File: config.mk
export PLATFORM = sky130hd
export DESIGN_NAME = mips_subset_execute_unit
export DESIGN_NICKNAME = d
export VERILOG_FILES = /design/src/rtl/mse_pkg.sv /design/src/rtl/mse_front.sv /design/src/rtl/mse_back.sv /design/src/rtl/mips_subset_execute_unit.sv
export SDC_FILE = /design/constraint.sdc
export NUM_CORES = 2
export LEC_CHECK = 0
export ABC_AREA = 1
export BUFFER_PORTS_ARGS = -buffer_cell sky130_fd_sc_hd__buf_2
export CAP_MARGIN = 10
export CORE_UTILIZATION = 41
export DETAILED_ROUTE_END_ITERATION = 16
export GPL_ROUTABILITY_DRIVEN = 0
export PLACE_DENSITY_LB_ADDON = 0.1
export RECOVER_POWER = 50
export SYNTH_ARGS = -nofsm -noshare
export SYNTH_HDL_FRONTEND = slang
export SYNTH_HIERARCHICAL = 1
export SYNTH_SLANG_ARGS = --single-unit
File: constraint.sdc
create_clock -name clock -period 9.7 [get_ports clock]
set_clock_uncertainty 0.2 [all_clocks]
set_input_delay 1.455 -clock clock [delete_from_list [all_inputs] [get_ports clock]]
set_output_delay 1.455 -clock clock [all_outputs]
set_load 0.05 [all_outputs]
File: src/rtl/mse_pkg.sv
// Shared types and constants of the MIPS subset execute unit.
package mse_pkg;

   localparam int unsigned REG_COUNT = 32;
   localparam int unsigned REG_AW    = 5;
   localparam int unsigned XLEN      = 32;
   localparam int unsigned IMM_W     = 16;
   localparam int unsigned FUNCT_W   = 11;
   localparam int unsigned IMM_SHIFT = 16;

   // Primary opcodes
   localparam logic [5:0] OP_RTYPE = 6'd0;
   localparam logic [5:0] OP_BEQ   = 6'd4;
   localparam logic [5:0] OP_BNE   = 6'd5;
   localparam logic [5:0] OP_ADDI  = 6'd8;
   localparam logic [5:0] OP_SLTI  = 6'd10;
   localparam logic [5:0] OP_ANDI  = 6'd12;
   localparam logic [5:0] OP_ORI   = 6'd13;
   localparam logic [5:0] OP_LUI   = 6'd15;
   localparam logic [5:0] OP_MUL   = 6'd28;

   // Low eleven bits of opcode-0 words (shamt and funct)
   localparam logic [FUNCT_W-1:0] FN_ADD     = 11'h020;
   localparam logic [FUNCT_W-1:0] FN_SUB     = 11'h022;
   localparam logic [FUNCT_W-1:0] FN_AND     = 11'h024;
   localparam logic [FUNCT_W-1:0] FN_OR      = 11'h025;
   localparam logic [FUNCT_W-1:0] FN_SLT     = 11'h02A;
   localparam logic [FUNCT_W-1:0] FN_SYSCALL = 11'h00C;

   // Syscall service codes in v0
   localparam logic [XLEN-1:0] SC_PRINT_INT  = 32'd1;
   localparam logic [XLEN-1:0] SC_EXIT       = 32'd10;
   localparam logic [XLEN-1:0] SC_PRINT_CHAR = 32'd11;

   // Fixed registers read by syscall
   localparam logic [REG_AW-1:0] REG_V0 = 5'd2;
   localparam logic [REG_AW-1:0] REG_A0 = 5'd4;

   typedef enum logic [2:0] {
      EV_NONE       = 3'd0,
      EV_PRINT_INT  = 3'd1,
      EV_PRINT_CHAR = 3'd2,
      EV_EXIT       = 3'd3,
      EV_UNKNOWN    = 3'd4
   } ev_kind_type;

   typedef enum logic [3:0] {
      K_ILLEGAL,
      K_ADD,
      K_SUB,
      K_AND,
      K_OR,
      K_SLT,
      K_MUL,
      K_BEQ,
      K_BNE,
      K_ADDI,
      K_SLTI,
      K_ANDI,
      K_ORI,
      K_LUI,
      K_SYSCALL
   } kind_type;

   // Classified instruction handed from front to back
   typedef struct packed {
      kind_type          kind;
      logic [REG_AW-1:0] ra_addr;
      logic [REG_AW-1:0] rb_addr;
      logic [REG_AW-1:0] wr_addr;   // zero when nothing is written
      logic [IMM_W-1:0]  imm;
   } dec_type;

   typedef struct packed {
      logic              illegal;
      logic              branch_taken;
      logic [IMM_W-1:0]  branch_offset;
      ev_kind_type       event_kind;
      logic [XLEN-1:0]   event_value;
   } result_type;

   // Front queue head as seen by the back end
   typedef struct packed {
      logic    valid;
      dec_type dec;
   } head_type;

endpackage

File: src/rtl/mse_front.sv
// Front end: decodes instruction words and queues them for execution.
module mse_front (
   input  logic                           clock,
   input  logic                           reset,
   input  logic                           push,
   output logic                           full,
   input  logic [mse_pkg::XLEN-1:0]       req_instr_word,
   output mse_pkg::head_type              head,
   input  logic                           head_pop
);

   localparam int unsigned DEPTH = 2;

   mse_pkg::dec_type dec;
   mse_pkg::dec_type q_ff [DEPTH];
   logic             wr_ptr_ff, wr_ptr_in;
   logic             rd_ptr_ff, rd_ptr_in;
   logic [1:0]       cnt_ff, cnt_in;
   logic             do_push, do_pop;

   logic [5:0]                      op;
   logic [mse_pkg::REG_AW-1:0]      rs, rt, rd;
   logic [mse_pkg::FUNCT_W-1:0]     funct;

   assign op    = req_instr_word[31:26];
   assign rs    = req_instr_word[25:21];
   assign rt    = req_instr_word[20:16];
   assign rd    = req_instr_word[15:11];
   assign funct = req_instr_word[mse_pkg::FUNCT_W-1:0];

   always_comb begin
      dec.kind    = mse_pkg::K_ILLEGAL;
      dec.ra_addr = rs;
      dec.rb_addr = rt;
      dec.wr_addr = '0;
      dec.imm     = req_instr_word[mse_pkg::IMM_W-1:0];
      unique case (op)
         mse_pkg::OP_RTYPE: begin
            dec.wr_addr = rd;
            unique case (funct)
               mse_pkg::FN_ADD: dec.kind = mse_pkg::K_ADD;
               mse_pkg::FN_SUB: dec.kind = mse_pkg::K_SUB;
               mse_pkg::FN_AND: dec.kind = mse_pkg::K_AND;
               mse_pkg::FN_OR:  dec.kind = mse_pkg::K_OR;
               mse_pkg::FN_SLT: dec.kind = mse_pkg::K_SLT;
               mse_pkg::FN_SYSCALL: begin
                  dec.kind    = mse_pkg::K_SYSCALL;
                  dec.ra_addr = mse_pkg::REG_V0;
                  dec.rb_addr = mse_pkg::REG_A0;
                  dec.wr_addr = '0;
               end
               default: dec.wr_addr = '0;
            endcase
         end
         mse_pkg::OP_MUL: begin
            dec.kind    = mse_pkg::K_MUL;
            dec.wr_addr = rd;
         end
         mse_pkg::OP_BEQ:  dec.kind = mse_pkg::K_BEQ;
         mse_pkg::OP_BNE:  dec.kind = mse_pkg::K_BNE;
         mse_pkg::OP_ADDI: begin
            dec.kind    = mse_pkg::K_ADDI;
            dec.wr_addr = rt;
         end
         mse_pkg::OP_SLTI: begin
            dec.kind    = mse_pkg::K_SLTI;
            dec.wr_addr = rt;
         end
         mse_pkg::OP_ANDI: begin
            dec.kind    = mse_pkg::K_ANDI;
            dec.wr_addr = rt;
         end
         mse_pkg::OP_ORI: begin
            dec.kind    = mse_pkg::K_ORI;
            dec.wr_addr = rt;
         end
         mse_pkg::OP_LUI: begin
            dec.kind    = mse_pkg::K_LUI;
            dec.wr_addr = rt;
         end
         default: dec.kind = mse_pkg::K_ILLEGAL;
      endcase
   end

   assign full     = (cnt_ff == 2'(DEPTH));
   assign do_push  = push && !full;
   assign do_pop   = head_pop && (cnt_ff != 2'd0);

   assign head.valid = (cnt_ff != 2'd0);
   assign head.dec   = q_ff[rd_ptr_ff];

   always_comb begin
      wr_ptr_in = do_push ? ~wr_ptr_ff : wr_ptr_ff;
      rd_ptr_in = do_pop  ? ~rd_ptr_ff : rd_ptr_ff;
      cnt_in    = cnt_ff + 2'(do_push) - 2'(do_pop);
   end

   always_ff @(posedge clock) begin
      if (reset) begin
         wr_ptr_ff <= 1'b0;
         rd_ptr_ff <= 1'b0;
         cnt_ff    <= 2'd0;
      end else begin
         wr_ptr_ff <= wr_ptr_in;
         rd_ptr_ff <= rd_ptr_in;
         cnt_ff    <= cnt_in;
      end
   end

   always_ff @(posedge clock) begin
      if (do_push) begin
         q_ff[wr_ptr_ff] <= dec;
      end
   end

endmodule

File: src/rtl/mse_back.sv
// Back end: register file, execute stage and result queue.
module mse_back (
   input  logic                                  clock,
   input  logic                                  reset,
   input  mse_pkg::head_type                     head,
   output logic                                  head_pop,
   output logic                                  empty,
   input  logic                                  pop,
   output logic                                  rsp_illegal,
   output logic                                  rsp_branch_taken,
   output logic signed [mse_pkg::IMM_W-1:0]      rsp_branch_offset,
   output logic [2:0]                            rsp_event_kind,
   output logic signed [mse_pkg::XLEN-1:0]       rsp_event_value
);

   localparam int unsigned OUT_DEPTH = 2;

   // Register file: memory plus per-entry valid bits for the reset clear
   logic [mse_pkg::XLEN-1:0]      rf_mem [mse_pkg::REG_COUNT];
   logic [mse_pkg::REG_COUNT-1:0] rf_valid_ff;
   logic                          rf_we;
   logic [mse_pkg::REG_AW-1:0]    rf_waddr;
   logic [mse_pkg::XLEN-1:0]      rf_wdata;

   // Execute stage
   logic                     e_valid_ff, e_valid_in;
   mse_pkg::dec_type         e_ff;
   logic [mse_pkg::XLEN-1:0] rda_ff, rdb_ff, byp_ff;
   logic                     a_vld_ff, b_vld_ff, a_byp_ff, b_byp_ff;
   logic [mse_pkg::XLEN-1:0] opa, opb, simm, zimm, prod;
   logic                     e_load, e_fire;
   mse_pkg::result_type      res;
   logic [mse_pkg::XLEN-1:0] wdata;

   // Result queue
   mse_pkg::result_type out_ff [OUT_DEPTH];
   logic                out_wr_ff, out_wr_in, out_rd_ff, out_rd_in;
   logic [1:0]          out_cnt_ff, out_cnt_in;
   logic                out_full, out_pop;
   mse_pkg::result_type out_head;

   assign out_full = (out_cnt_ff == 2'(OUT_DEPTH));
   assign e_fire   = e_valid_ff && !out_full;
   assign e_load   = head.valid && (!e_valid_ff || e_fire);
   assign head_pop = e_load;

   always_comb begin
      e_valid_in = e_valid_ff;
      if (e_load) begin
         e_valid_in = 1'b1;
      end else if (e_fire) begin
         e_valid_in = 1'b0;
      end
   end

   // Read ports with write-through bypass for the result retiring this cycle
   always_ff @(posedge clock) begin
      if (rf_we) begin
         rf_mem[rf_waddr] <= rf_wdata;
      end
      if (e_load) begin
         rda_ff   <= rf_mem[head.dec.ra_addr];
         rdb_ff   <= rf_mem[head.dec.rb_addr];
         a_vld_ff <= rf_valid_ff[head.dec.ra_addr];
         b_vld_ff <= rf_valid_ff[head.dec.rb_addr];
         a_byp_ff <= rf_we && (rf_waddr == head.dec.ra_addr);
         b_byp_ff <= rf_we && (rf_waddr == head.dec.rb_addr);
         byp_ff   <= rf_wdata;
         e_ff     <= head.dec;
      end
   end

   always_ff @(posedge clock) begin
      if (reset) begin
         rf_valid_ff <= '0;
         e_valid_ff  <= 1'b0;
      end else begin
         e_valid_ff <= e_valid_in;
         if (rf_we) begin
            rf_valid_ff[rf_waddr] <= 1'b1;
         end
      end
   end

   assign opa  = a_byp_ff ? byp_ff : (a_vld_ff ? rda_ff : '0);
   assign opb  = b_byp_ff ? byp_ff : (b_vld_ff ? rdb_ff : '0);
   assign simm = {{(mse_pkg::XLEN-mse_pkg::IMM_W){e_ff.imm[mse_pkg::IMM_W-1]}}, e_ff.imm};
   assign zimm = {{(mse_pkg::XLEN-mse_pkg::IMM_W){1'b0}}, e_ff.imm};
   assign prod = opa * opb;

   always_comb begin
      res   = '0;
      wdata = '0;
      unique case (e_ff.kind)
         mse_pkg::K_ADD:  wdata = opa + opb;
         mse_pkg::K_SUB:  wdata = opa - opb;
         mse_pkg::K_AND:  wdata = opa & opb;
         mse_pkg::K_OR:   wdata = opa | opb;
         mse_pkg::K_SLT:  wdata = {31'd0, $signed(opa) < $signed(opb)};
         mse_pkg::K_MUL:  wdata = prod;
         mse_pkg::K_ADDI: wdata = opa + simm;
         mse_pkg::K_SLTI: wdata = {31'd0, $signed(opa) < $signed(simm)};
         mse_pkg::K_ANDI: wdata = opa & zimm;
         mse_pkg::K_ORI:  wdata = opa | zimm;
         mse_pkg::K_LUI:  wdata = {e_ff.imm, 16'd0};
         mse_pkg::K_BEQ: begin
            if (opa == opb) begin
               res.branch_taken  = 1'b1;
               res.branch_offset = e_ff.imm;
            end
         end
         mse_pkg::K_BNE: begin
            if (opa != opb) begin
               res.branch_taken  = 1'b1;
               res.branch_offset = e_ff.imm;
            end
         end
         mse_pkg::K_SYSCALL: begin
            // opa holds v0, opb holds a0
            if (opa == mse_pkg::SC_PRINT_INT) begin
               res.event_kind  = mse_pkg::EV_PRINT_INT;
               res.event_value = opb;
            end else if (opa == mse_pkg::SC_PRINT_CHAR) begin
               res.event_kind  = mse_pkg::EV_PRINT_CHAR;
               res.event_value = opb;
            end else if (opa == mse_pkg::SC_EXIT) begin
               res.event_kind  = mse_pkg::EV_EXIT;
            end else begin
               res.event_kind  = mse_pkg::EV_UNKNOWN;
               res.event_value = opa;
            end
         end
         default: res.illegal = 1'b1;
      endcase
   end

   // Retire: write back and push the result in the same cycle
   assign rf_we    = e_fire && (e_ff.wr_addr != '0);
   assign rf_waddr = e_ff.wr_addr;
   assign rf_wdata = wdata;

   assign out_pop  = pop && !empty;
   assign empty    = (out_cnt_ff == 2'd0);
   assign out_head = out_ff[out_rd_ff];

   always_comb begin
      out_wr_in  = e_fire  ? ~out_wr_ff : out_wr_ff;
      out_rd_in  = out_pop ? ~out_rd_ff : out_rd_ff;
      out_cnt_in = out_cnt_ff + 2'(e_fire) - 2'(out_pop);
   end

   always_ff @(posedge clock) begin
      if (reset) begin
         out_wr_ff  <= 1'b0;
         out_rd_ff  <= 1'b0;
         out_cnt_ff <= 2'd0;
      end else begin
         out_wr_ff  <= out_wr_in;
         out_rd_ff  <= out_rd_in;
         out_cnt_ff <= out_cnt_in;
      end
   end

   always_ff @(posedge clock) begin
      if (e_fire) begin
         out_ff[out_wr_ff] <= res;
      end
   end

   assign rsp_illegal       = out_head.illegal;
   assign rsp_branch_taken  = out_head.branch_taken;
   assign rsp_branch_offset = $signed(out_head.branch_offset);
   assign rsp_event_kind    = out_head.event_kind;
   assign rsp_event_value   = $signed(out_head.event_value);

`ifndef NO_ASSERTIONS
   a_out_cnt_range: assert property (@(posedge clock) disable iff (reset)
      out_cnt_ff <= 2'(OUT_DEPTH))
      else $error("result queue count out of range");

   a_no_write_on_illegal: assert property (@(posedge clock) disable iff (reset)
      (e_valid_ff && (e_ff.kind == mse_pkg::K_ILLEGAL)) |-> !rf_we)
      else $error("illegal instruction wrote the register file");

   a_reg0_never_valid: assert property (@(posedge clock) disable iff (reset)
      !rf_valid_ff[0])
      else $error("register zero was written");

   a_illegal_clean: assert property (@(posedge clock) disable iff (reset)
      (!empty && rsp_illegal) |->
         (!rsp_branch_taken && (rsp_event_kind == mse_pkg::EV_NONE)))
      else $error("illegal result carries other fields");

   a_fire_pushes: assert property (@(posedge clock) disable iff (reset)
      (e_fire && !out_pop) |=> (out_cnt_ff == $past(out_cnt_ff) + 2'd1))
      else $error("retired instruction did not enter the result queue");
`endif

endmodule

File: src/rtl/mips_subset_execute_unit.sv
// Top level of the MIPS subset execute unit: front end, back end and their link.
//
// Requests are 32-bit MIPS instruction words on req_instr_word, taken at a
// rising edge where push is high and full is low. Each request yields one
// result: illegal, branch_taken, branch_offset, event_kind, event_value.
// A result is on the rsp_ ports while empty is low and leaves at an edge
// where pop is also high. Results come out in request order.
// A request taken at an edge is decoded into the front queue, loaded into the
// execute stage with its operands, then executed and pushed into the result
// queue. Throughput is one request per cycle while the receiver keeps popping:
// the front end decodes into a two-entry queue, the back end reads both operands
// from the register file into the execute stage and then executes, writes back
// and queues the result, with a bypass for a result retiring in the same cycle.
// Reset clears the queues and marks every register as zero; no clearing
// pass is needed, so requests are taken as soon as reset is released.
// When the receiver stops popping, the two-entry result queue fills, the
// execute stage holds, the front queue fills and full rises.
module mips_subset_execute_unit (
   input  logic                                  clock,
   input  logic                                  reset,
   input  logic                                  push,
   output logic                                  full,
   input  logic [mse_pkg::XLEN-1:0]              req_instr_word,
   output logic                                  empty,
   input  logic                                  pop,
   output logic                                  rsp_illegal,
   output logic                                  rsp_branch_taken,
   output logic signed [mse_pkg::IMM_W-1:0]      rsp_branch_offset,
   output logic [2:0]                            rsp_event_kind,
   output logic signed [mse_pkg::XLEN-1:0]       rsp_event_value
);

   mse_pkg::head_type head;
   logic              head_pop;

   mse_front u_front (
      .clock          (clock),
      .reset          (reset),
      .push           (push),
      .full           (full),
      .req_instr_word (req_instr_word),
      .head           (head),
      .head_pop       (head_pop)
   );

   mse_back u_back (
      .clock             (clock),
      .reset             (reset),
      .head              (head),
      .head_pop          (head_pop),
      .empty             (empty),
      .pop               (pop),
      .rsp_illegal       (rsp_illegal),
      .rsp_branch_taken  (rsp_branch_taken),
      .rsp_branch_offset (rsp_branch_offset),
      .rsp_event_kind    (rsp_event_kind),
      .rsp_event_value   (rsp_event_value)
   );

endmodule
After elaboration in Yosys (flattened, before gate mapping) --
Memories as Yosys holds them, arrays and structs flattened. A register that Yosys moved wholly into a read port is not among the register bits. Index checks and enable logic that the tools add are counted.
Operators by class: add/subtract/negate cells 7, $mul 1, magnitude comparators 6, equality and inequality tests 37, multiplexer cells 38, bitwise logic cells 9, reductions and logical operators 22
Operators by type and width (count):
- $pmux W32 S11 | 1
- $mux W32 | 5
- $mux W35 | 3
- $add A32 B32 Y32 | 2
- $eq A32 B4 Y1 const B | 2
- $or A32 B32 Y32 | 2
- $eq A11 B6 Y1 const B | 5
- $pmux W4 S9 | 1
- $mux W17 | 2
- $pmux W17 S2 | 1
- $and A32 B16 Y32 | 1
- $and A32 B32 Y32 | 1
- $eq A32 B1 Y1 const B | 1
- $eq A32 B32 Y1 | 1
- $lt A32 B16 Y1 | 1
- $lt A32 B32 Y1 | 1
- $mul A32 B32 Y32 | 1
- $ne A32 B32 Y1 | 1
- $or A32 B16 Y32 | 1
- $sub A32 B32 Y32 | 1
- $eq A6 B4 Y1 const B | 5
- $eq A4 B4 Y1 const B | 7
- $pmux W4 S6 | 1
- $mux W10 | 2
- 28 further kinds | 71
Storage, ports and cells: flip-flop bits (word level) 102, RAM bits 1200, output and inout port bits 55, word-level logic and storage cells 139, memories kept 3
Memory list:
- u_back.rf_mem | depth 32, bits a word 32, read ports 2, clocked after memory_dff 2, write ports 1, RTL line mse_back.sv:19 | logic [mse_pkg::XLEN-1:0] rf_mem [mse_pkg::REG_COUNT];
- u_back.out_ff | depth 2, bits a word 53, read ports 1, clocked after memory_dff 1, write ports 1, RTL line mse_back.sv:36 | mse_pkg::result_type out_ff [OUT_DEPTH];
- u_front.q_ff | depth 2, bits a word 35, read ports 1, clocked after memory_dff 1, write ports 1, RTL line mse_front.sv:15 | mse_pkg::dec_type q_ff [DEPTH];

Logic depth before layout (Yosys ltp) --
word-level depth 8, mapped depth 39, gate-level depth less buffers 37

Hierarchy --
The synthesis kept the hierarchy.
Modules (own cells, without submodules):
- mse_back | times used 1, cells each 8650, area each 82515.4 µm², seq. area each 38446.9 µm²
- mse_front | times used 1, cells each 263, area each 3316.9 µm², seq. area each 2202.1 µm²

Worst setup path after synthesis --
No wires, ideal clock.
path type reg-to-reg, start register u_back.b_byp_ff, end register u_back/byp_ff[29] (netlist bit), data pin, setup time 0.493 ns, data arrival time 7.579 ns, setup slack 1.429 ns, stages on the path, launching flop included 30, period minus slack after synthesis 8.271 ns, path through edfxtp_1 > buf_4 > buf_6 > nand2_1 > nand2_1 > inv_1 > buf_1 > nor2_1 > fa_1 > fa_1 > fa_1 > inv_1 > fa_1 > inv_1 > fa_1 > inv_1 > fa_1 > inv_1 > fa_1 > fa_1 > ha_1 > a21oi_1 > o21ai_0 > a21oi_1 > nand3_1 > a21oi_1 > o21ai_0 > or2_2 > nand3_1 > nand4_1
Between the ends: word-level cells in the longest chain between the ends 3, elaborated cells between the ends (all ways) 7, classes of those cells add/sub (2); mul (1); mux (2); bitwise (2)
RTL lines:
- start: declaration | RTL line mse_back.sv:29 | logic a_vld_ff, b_vld_ff, a_byp_ff, b_byp_ff;
- start signal: assignment | RTL line mse_back.sv:67 | b_byp_ff <= rf_we && (rf_waddr == head.dec.rb_addr);
- $mux W32 (*) | RTL line mse_back.sv:86 | assign opb = b_byp_ff ? byp_ff : (b_vld_ff ? rdb_ff : '0);
- $mul A32 B32 Y32, or another cell as far along | RTL line mse_back.sv:89 | assign prod = opa * opb;
- $pmux W32 S11 (*) | RTL line mse_back.sv:94 | unique case (e_ff.kind)
- named net u_back.rf_wdata, one bit | RTL line mse_back.sv:23 | logic [mse_pkg::XLEN-1:0] rf_wdata;
- end signal: assignment | RTL line mse_back.sv:68 | byp_ff <= rf_wdata;
- end: declaration | RTL line mse_back.sv:28 | logic [mse_pkg::XLEN-1:0] rda_ff, rdb_ff, byp_ff;
The timed path passes the listed nets; every way through them passes the cells marked *. A chain may end at the register's enable or synchronous reset.

Worst setup path after layout --
start register u_back.a_vld_ff, end memory u_back/rf_mem[19][28] (netlist bit), data pin
Between the ends: word-level cells in the longest chain between the ends 4, elaborated cells between the ends (all ways) 11, classes of those cells add/sub (3); mul (1); mux (3); bitwise (4)
RTL lines:
- start: declaration | RTL line mse_back.sv:29
- start signal: assignment | RTL line mse_back.sv:64 | a_vld_ff <= rf_valid_ff[head.dec.ra_addr];
- $mux W32 (*) (2 in series) | RTL line mse_back.sv:85 | assign opa = a_byp_ff ? byp_ff : (a_vld_ff ? rda_ff : '0);
- $mul A32 B32 Y32, or another cell as far along | RTL line mse_back.sv:89
- $pmux W32 S11 (*) | RTL line mse_back.sv:94
- named net u_back.rf_wdata, one bit | RTL line mse_back.sv:23
- end: declaration | RTL line mse_back.sv:19
Marks and branches as above.

==> tab_implementation.tex <==
\begin{tabular}{lr}
\hline
Metric & Value \\
\hline
\multicolumn{2}{l}{\textbf{Run status}} \\
\quad Outcome & complete, but fails checks \\
\quad Failing checks & capacitance limit, slew limit \\
\multicolumn{2}{l}{\textbf{Die}} \\
\quad Starting density of the core & 41.37\% \\
\quad Die Wd & 459.5 µm \\
\quad Core Area & around 210000 µm² \\
\quad Count of boundary I/O pins & $\sim$90 \\
\quad Die area & 211200 µm² \\
\quad Die outline height & $\sim$460 µm \\
\quad Cell Rows & 167 \\
\multicolumn{2}{l}{\textbf{Logic synthesis}} \\
\quad Sequential share of the synthesized area & a little under half \\
\quad YS warnings & 6 \\
\quad Xor and xnor area share after synthesis & less than 1\% \\
\quad Commonest register cell after synthesis & sky130\_fd\_sc\_hd\_\_edfxtp\_1 \\
\quad Async set-or-reset flop fraction in the synthesized netlist & 0\% \\
\quad Combinational family with the most area after synthesis & compound AO/OA/AOI/OAI gates \\
\quad Synthesized-area fraction occupied by ao, oa, aoi and oai cells & $\sim$17\% \\
\quad Average footprint of a synthesized cell & 9.630 µm² \\
\quad Multiplexer fraction of the synthesized cell area & $\sim$1.2\% \\
\quad Simple-Gate Fraction of Synth Area & approximately 14\% \\
\quad Number of enable-type register cells in the synthesized netlist & about 1300 \\
\quad Fraction of the mapped netlist area in adder cells & between 10 and 15\% \\
\quad Area of the mapped netlist & between 80000 and 90000 µm² \\
\quad Number of register bits inferred by synthesis & 1368 \\
\quad Number of distinct library cells after synthesis & 66 \\
\quad Cells after synthesis & between 8000 and 9000 \\
\multicolumn{2}{l}{\textbf{Worst setup path}} \\
\quad FF-to-FF Start & u\_back/a\_vld\_ff \\
\quad Worst setup path class & register to register \\
\quad Data arrival time at the worst-slack endpoint & roughly 9.5 ns \\
\quad R2R cell count & 24 \\
\quad Data required time of the critical path & around 10 ns \\
\quad Launching element type of the critical path & register \\
\quad Element type at the critical path end & register \\
\quad Setup slack of the most critical reg-to-reg path & 0.50 ns \\
\quad FF-to-FF End & u\_back/rf\_mem[19][28] \\
\quad Max Fanout on Critical Path & 33 \\
\multicolumn{2}{l}{\textbf{CTS}} \\
\quad Hold buffer count at CTS & 0 \\
\quad Post-CTS setup buffer count & 0 \\
\quad Inserted Clock Buffers & roughly 160 \\
\quad Number of gates resized after cts & 0 \\
\quad Bufs on Longest Clock Path & 3 \\
\quad TritonCTS clock tree & built \\
\quad CTS Root Buffer Type & sky130\_fd\_sc\_hd\_\_clkbuf\_16 \\
\quad Number of sinks driven by the clock tree & between 1000 and 1500 \\
\quad Worst-Skew Late Latency & 0.84 ns \\
\quad Clock transition at the registers of the reported paths & approximately 0.06 ns \\
\quad Number of levels the H-tree was split into & 4 \\
\multicolumn{2}{l}{\textbf{Global route}} \\
\quad Global-route wire length before repair & approximately 500000 µm \\
\quad Overall Global Routing Usage & 32.56\% \\
\quad Vias in the first global route & about 70000 \\
\quad Antenna violations before repair & 21 \\
\quad Pin count of the biggest net entering global routing & between 150 and 200 \\
\quad Sum of overflow across all layers after global routing & 0 \\
\multicolumn{2}{l}{\textbf{Finish}} \\
\quad Layout Area Growth over Synthesis & 10.07\% \\
\quad Number of nets in the layout & between 9000 and 10000 \\
\quad Share of post-route cells with drive strength above 1 & 8.371\% \\
\quad Most frequent standard cell in the layout excluding fill and tap cells & sky130\_fd\_sc\_hd\_\_nor2\_1 \\
\quad Most used cells in the layout excluding fill and tap cells & sky130\_fd\_sc\_hd\_\_nor2\_1 (1670), sky130\_fd\_sc\_hd\_\_edfxtp\_1 (1325), sky130\_fd\_sc\_hd\_\_o21ai\_0 (1229) \\
\multicolumn{2}{l}{\textbf{Route}} \\
\quad Average wire per standard cell & a little under 30 µm \\
\quad Routed wire length & 349400 µm \\
\quad Pre-Repair DR Iteration Count & 10 \\
\quad Average via count per standard cell & approximately 6.2 \\
\quad Count of vias placed by the detailed router & between 70000 and 80000 \\
\quad Count of antenna-violating nets left after detailed routing & 0 \\
\quad Remaining design rule violation count & 0 \\
\quad Iteration-0 DRC Markers & approximately 10000 \\
\multicolumn{2}{l}{\textbf{Job}} \\
\quad Count of maximum capacitance violations & 39 \\
\multicolumn{2}{l}{\textbf{STA}} \\
\quad Fin crit share & between 90\% and 100\% \\
\quad Worst slack on hold paths & 0.2485 ns \\
\quad Worst slew margin relative to its limit & -221.6\% \\
\quad Final setup violating endpoints & 0 \\
\quad Final critical path time including I/O delays and setup & roughly 9.2 ns \\
\quad Sum of negative setup slack & 0 ns \\
\quad Pin slew with the least headroom to its limit & $\sim$4.8 ns \\
\quad Maximum clock frequency & roughly 0.11 GHz \\
\quad Setup repair after global routing missed its margin & false \\
\quad Slew Limit Fails & 1319 \\
\quad Hold violation count in the final report & 0 \\
\multicolumn{2}{l}{\textbf{Hold path}} \\
\quad Hold-critical path endpoint & u\_back/rf\_valid\_ff[0] \\
\quad Worst hold start & u\_back/rf\_valid\_ff[0] \\
\quad Number of cells traversed by the worst hold path & 2 \\
\quad Hold/Removal Path Class & register to register \\
\multicolumn{2}{l}{\textbf{Place}} \\
\quad Port Buffer Count & 90 \\
\quad Half-perimeter wire length after placement & 214100 µm \\
\hline
\end{tabular}
[Yosys cell counts, types with 22 or more instances]
cell type,count,share of area [%]
sky130_fd_sc_hd__nand3_1,314,1.8
sky130_fd_sc_hd__mux2_2,88,1.2
sky130_fd_sc_hd__nand2_1,824,3.6
sky130_fd_sc_hd__inv_1,727,3.2
sky130_fd_sc_hd__fa_1,410,9.6
sky130_fd_sc_hd__inv_2,33,0.14
sky130_fd_sc_hd__nor3_1,26,0.15
sky130_fd_sc_hd__or2_2,29,0.21
sky130_fd_sc_hd__edfxtp_1,1325,46
sky130_fd_sc_hd__o21ai_0,1229,7.2
sky130_fd_sc_hd__a21oi_1,264,1.5
sky130_fd_sc_hd__clkbuf_1,498,2.2
sky130_fd_sc_hd__nor2_1,1687,7.4
sky130_fd_sc_hd__o221ai_1,413,4.2
sky130_fd_sc_hd__o21ai_1,32,0.19
sky130_fd_sc_hd__nand4_1,43,0.31
sky130_fd_sc_hd__buf_1,53,0.23
sky130_fd_sc_hd__a32oi_1,62,0.63
sky130_fd_sc_hd__a31oi_1,83,0.60
sky130_fd_sc_hd__a211oi_1,22,0.19
sky130_fd_sc_hd__dfxtp_1,43,1.0
sky130_fd_sc_hd__ha_1,315,4.6
sky130_fd_sc_hd__o22ai_1,105,0.77
[layout make-up]
class                           count  area, µm²
Antenna cell                       10      25.02
Multi-Input combinational cell   6216      40330
Clock inverter                     81      660.6
Tap cell                         2788       3488
Inverter                          768       2929
Fill cell                       19410     113000
Timing Repair Buffer              330       2241
Clock buffer                      196       4146
Sequential cell                  1368      40650
[stage by stage]
step                      util, %  cells  setup slack, ns  instance area, µm²
after floorplan                 -   8944            1.429               85950
after global placement      43.36  11470           0.7004               89970
after detailed placement    43.36  11470           0.6700               89970
after CTS                   45.68  11750           0.6334               94780
after global routing        45.52  11750           0.2100               94450
final                       45.53  11760           0.4958               94480
[metal layers]
metal | GRT usage (%) | routed length (µm) | vias up
li1 | - | - | 31210
met4 | 18.95 | 22440 | 14
met3 | 6.577 | 36630 | 1128
met5 | 0 | 127 | -
met2 | 50.59 | 156000 | 4859
met1 | 42.17 | 134200 | 36240
[critical path: stages, from the launching register on]
cell,delay [ns]
sky130_fd_sc_hd__edfxtp_1,0.61
sky130_fd_sc_hd__inv_1,0.19
sky130_fd_sc_hd__nor2_4,0.09
sky130_fd_sc_hd__a21boi_4,0.33
sky130_fd_sc_hd__clkinv_1,0.67
sky130_fd_sc_hd__nand2_1,0.32
sky130_fd_sc_hd__fa_1,0.44
sky130_fd_sc_hd__inv_1,0.09
sky130_fd_sc_hd__fa_1,0.40
sky130_fd_sc_hd__inv_1,0.08
sky130_fd_sc_hd__fa_1,0.50
sky130_fd_sc_hd__fa_1,0.56
sky130_fd_sc_hd__inv_1,0.07
sky130_fd_sc_hd__fa_1,0.48
sky130_fd_sc_hd__fa_1,0.58
sky130_fd_sc_hd__fa_1,0.43
sky130_fd_sc_hd__fa_1,0.44
sky130_fd_sc_hd__ha_1,0.36
sky130_fd_sc_hd__nand2_1,0.16
sky130_fd_sc_hd__nor2_1,0.08
sky130_fd_sc_hd__a221oi_1,0.29
sky130_fd_sc_hd__o211ai_1,0.19
sky130_fd_sc_hd__o21ai_0,0.63
sky130_fd_sc_hd__nand4_1,0.29
sky130_fd_sc_hd__buf_4,0.33
[state kept, by name, indices dropped and copies added, names as in the netlist, 2 cells and up, named ones only]
| register | cells |
|---|---|
| u_back/byp_ff | 32 |
| u_back/e_ff | 20 |
| u_back/out_cnt_ff | 2 |
| u_back/out_ff | 106 |
| u_back/rda_ff | 32 |
| u_back/rdb_ff | 32 |
| u_back/rf_mem | 1024 |
| u_back/rf_valid_ff | 32 |
| u_back/rf_waddr | 5 |
| u_front/cnt_ff | 2 |
| u_front/q_ff | 70 |
[how the worst max path moves through the flow]
stage          slack [ns]               endpoint            start
2_1_floorplan        1.43      u_back/byp_ff[29]  u_back/b_byp_ff
3_3_place_gp         0.70   u_back/rf_mem[3][29]  u_back/b_vld_ff
3_5_place_dp         0.67   u_back/rf_mem[7][29]  u_back/b_vld_ff
4_1_cts              0.63   u_back/rf_mem[7][29]  u_back/b_vld_ff
5_1_grt              0.21  u_back/rf_mem[18][29]  u_back/b_vld_ff
6_report             0.50  u_back/rf_mem[19][28]  u_back/a_vld_ff
[cells by family after synthesis]
kind of cell    after synthesis
simple gates               2982
compound gates             2352
flops                      1368
buf+inv                    1360
fa+ha+maj                   725
mux                          88
xor+xnor                     37
other cells                   1
Power is not shown: default switching activity piles up to over one toggle a cycle in this logic, so the estimate is an artifact.
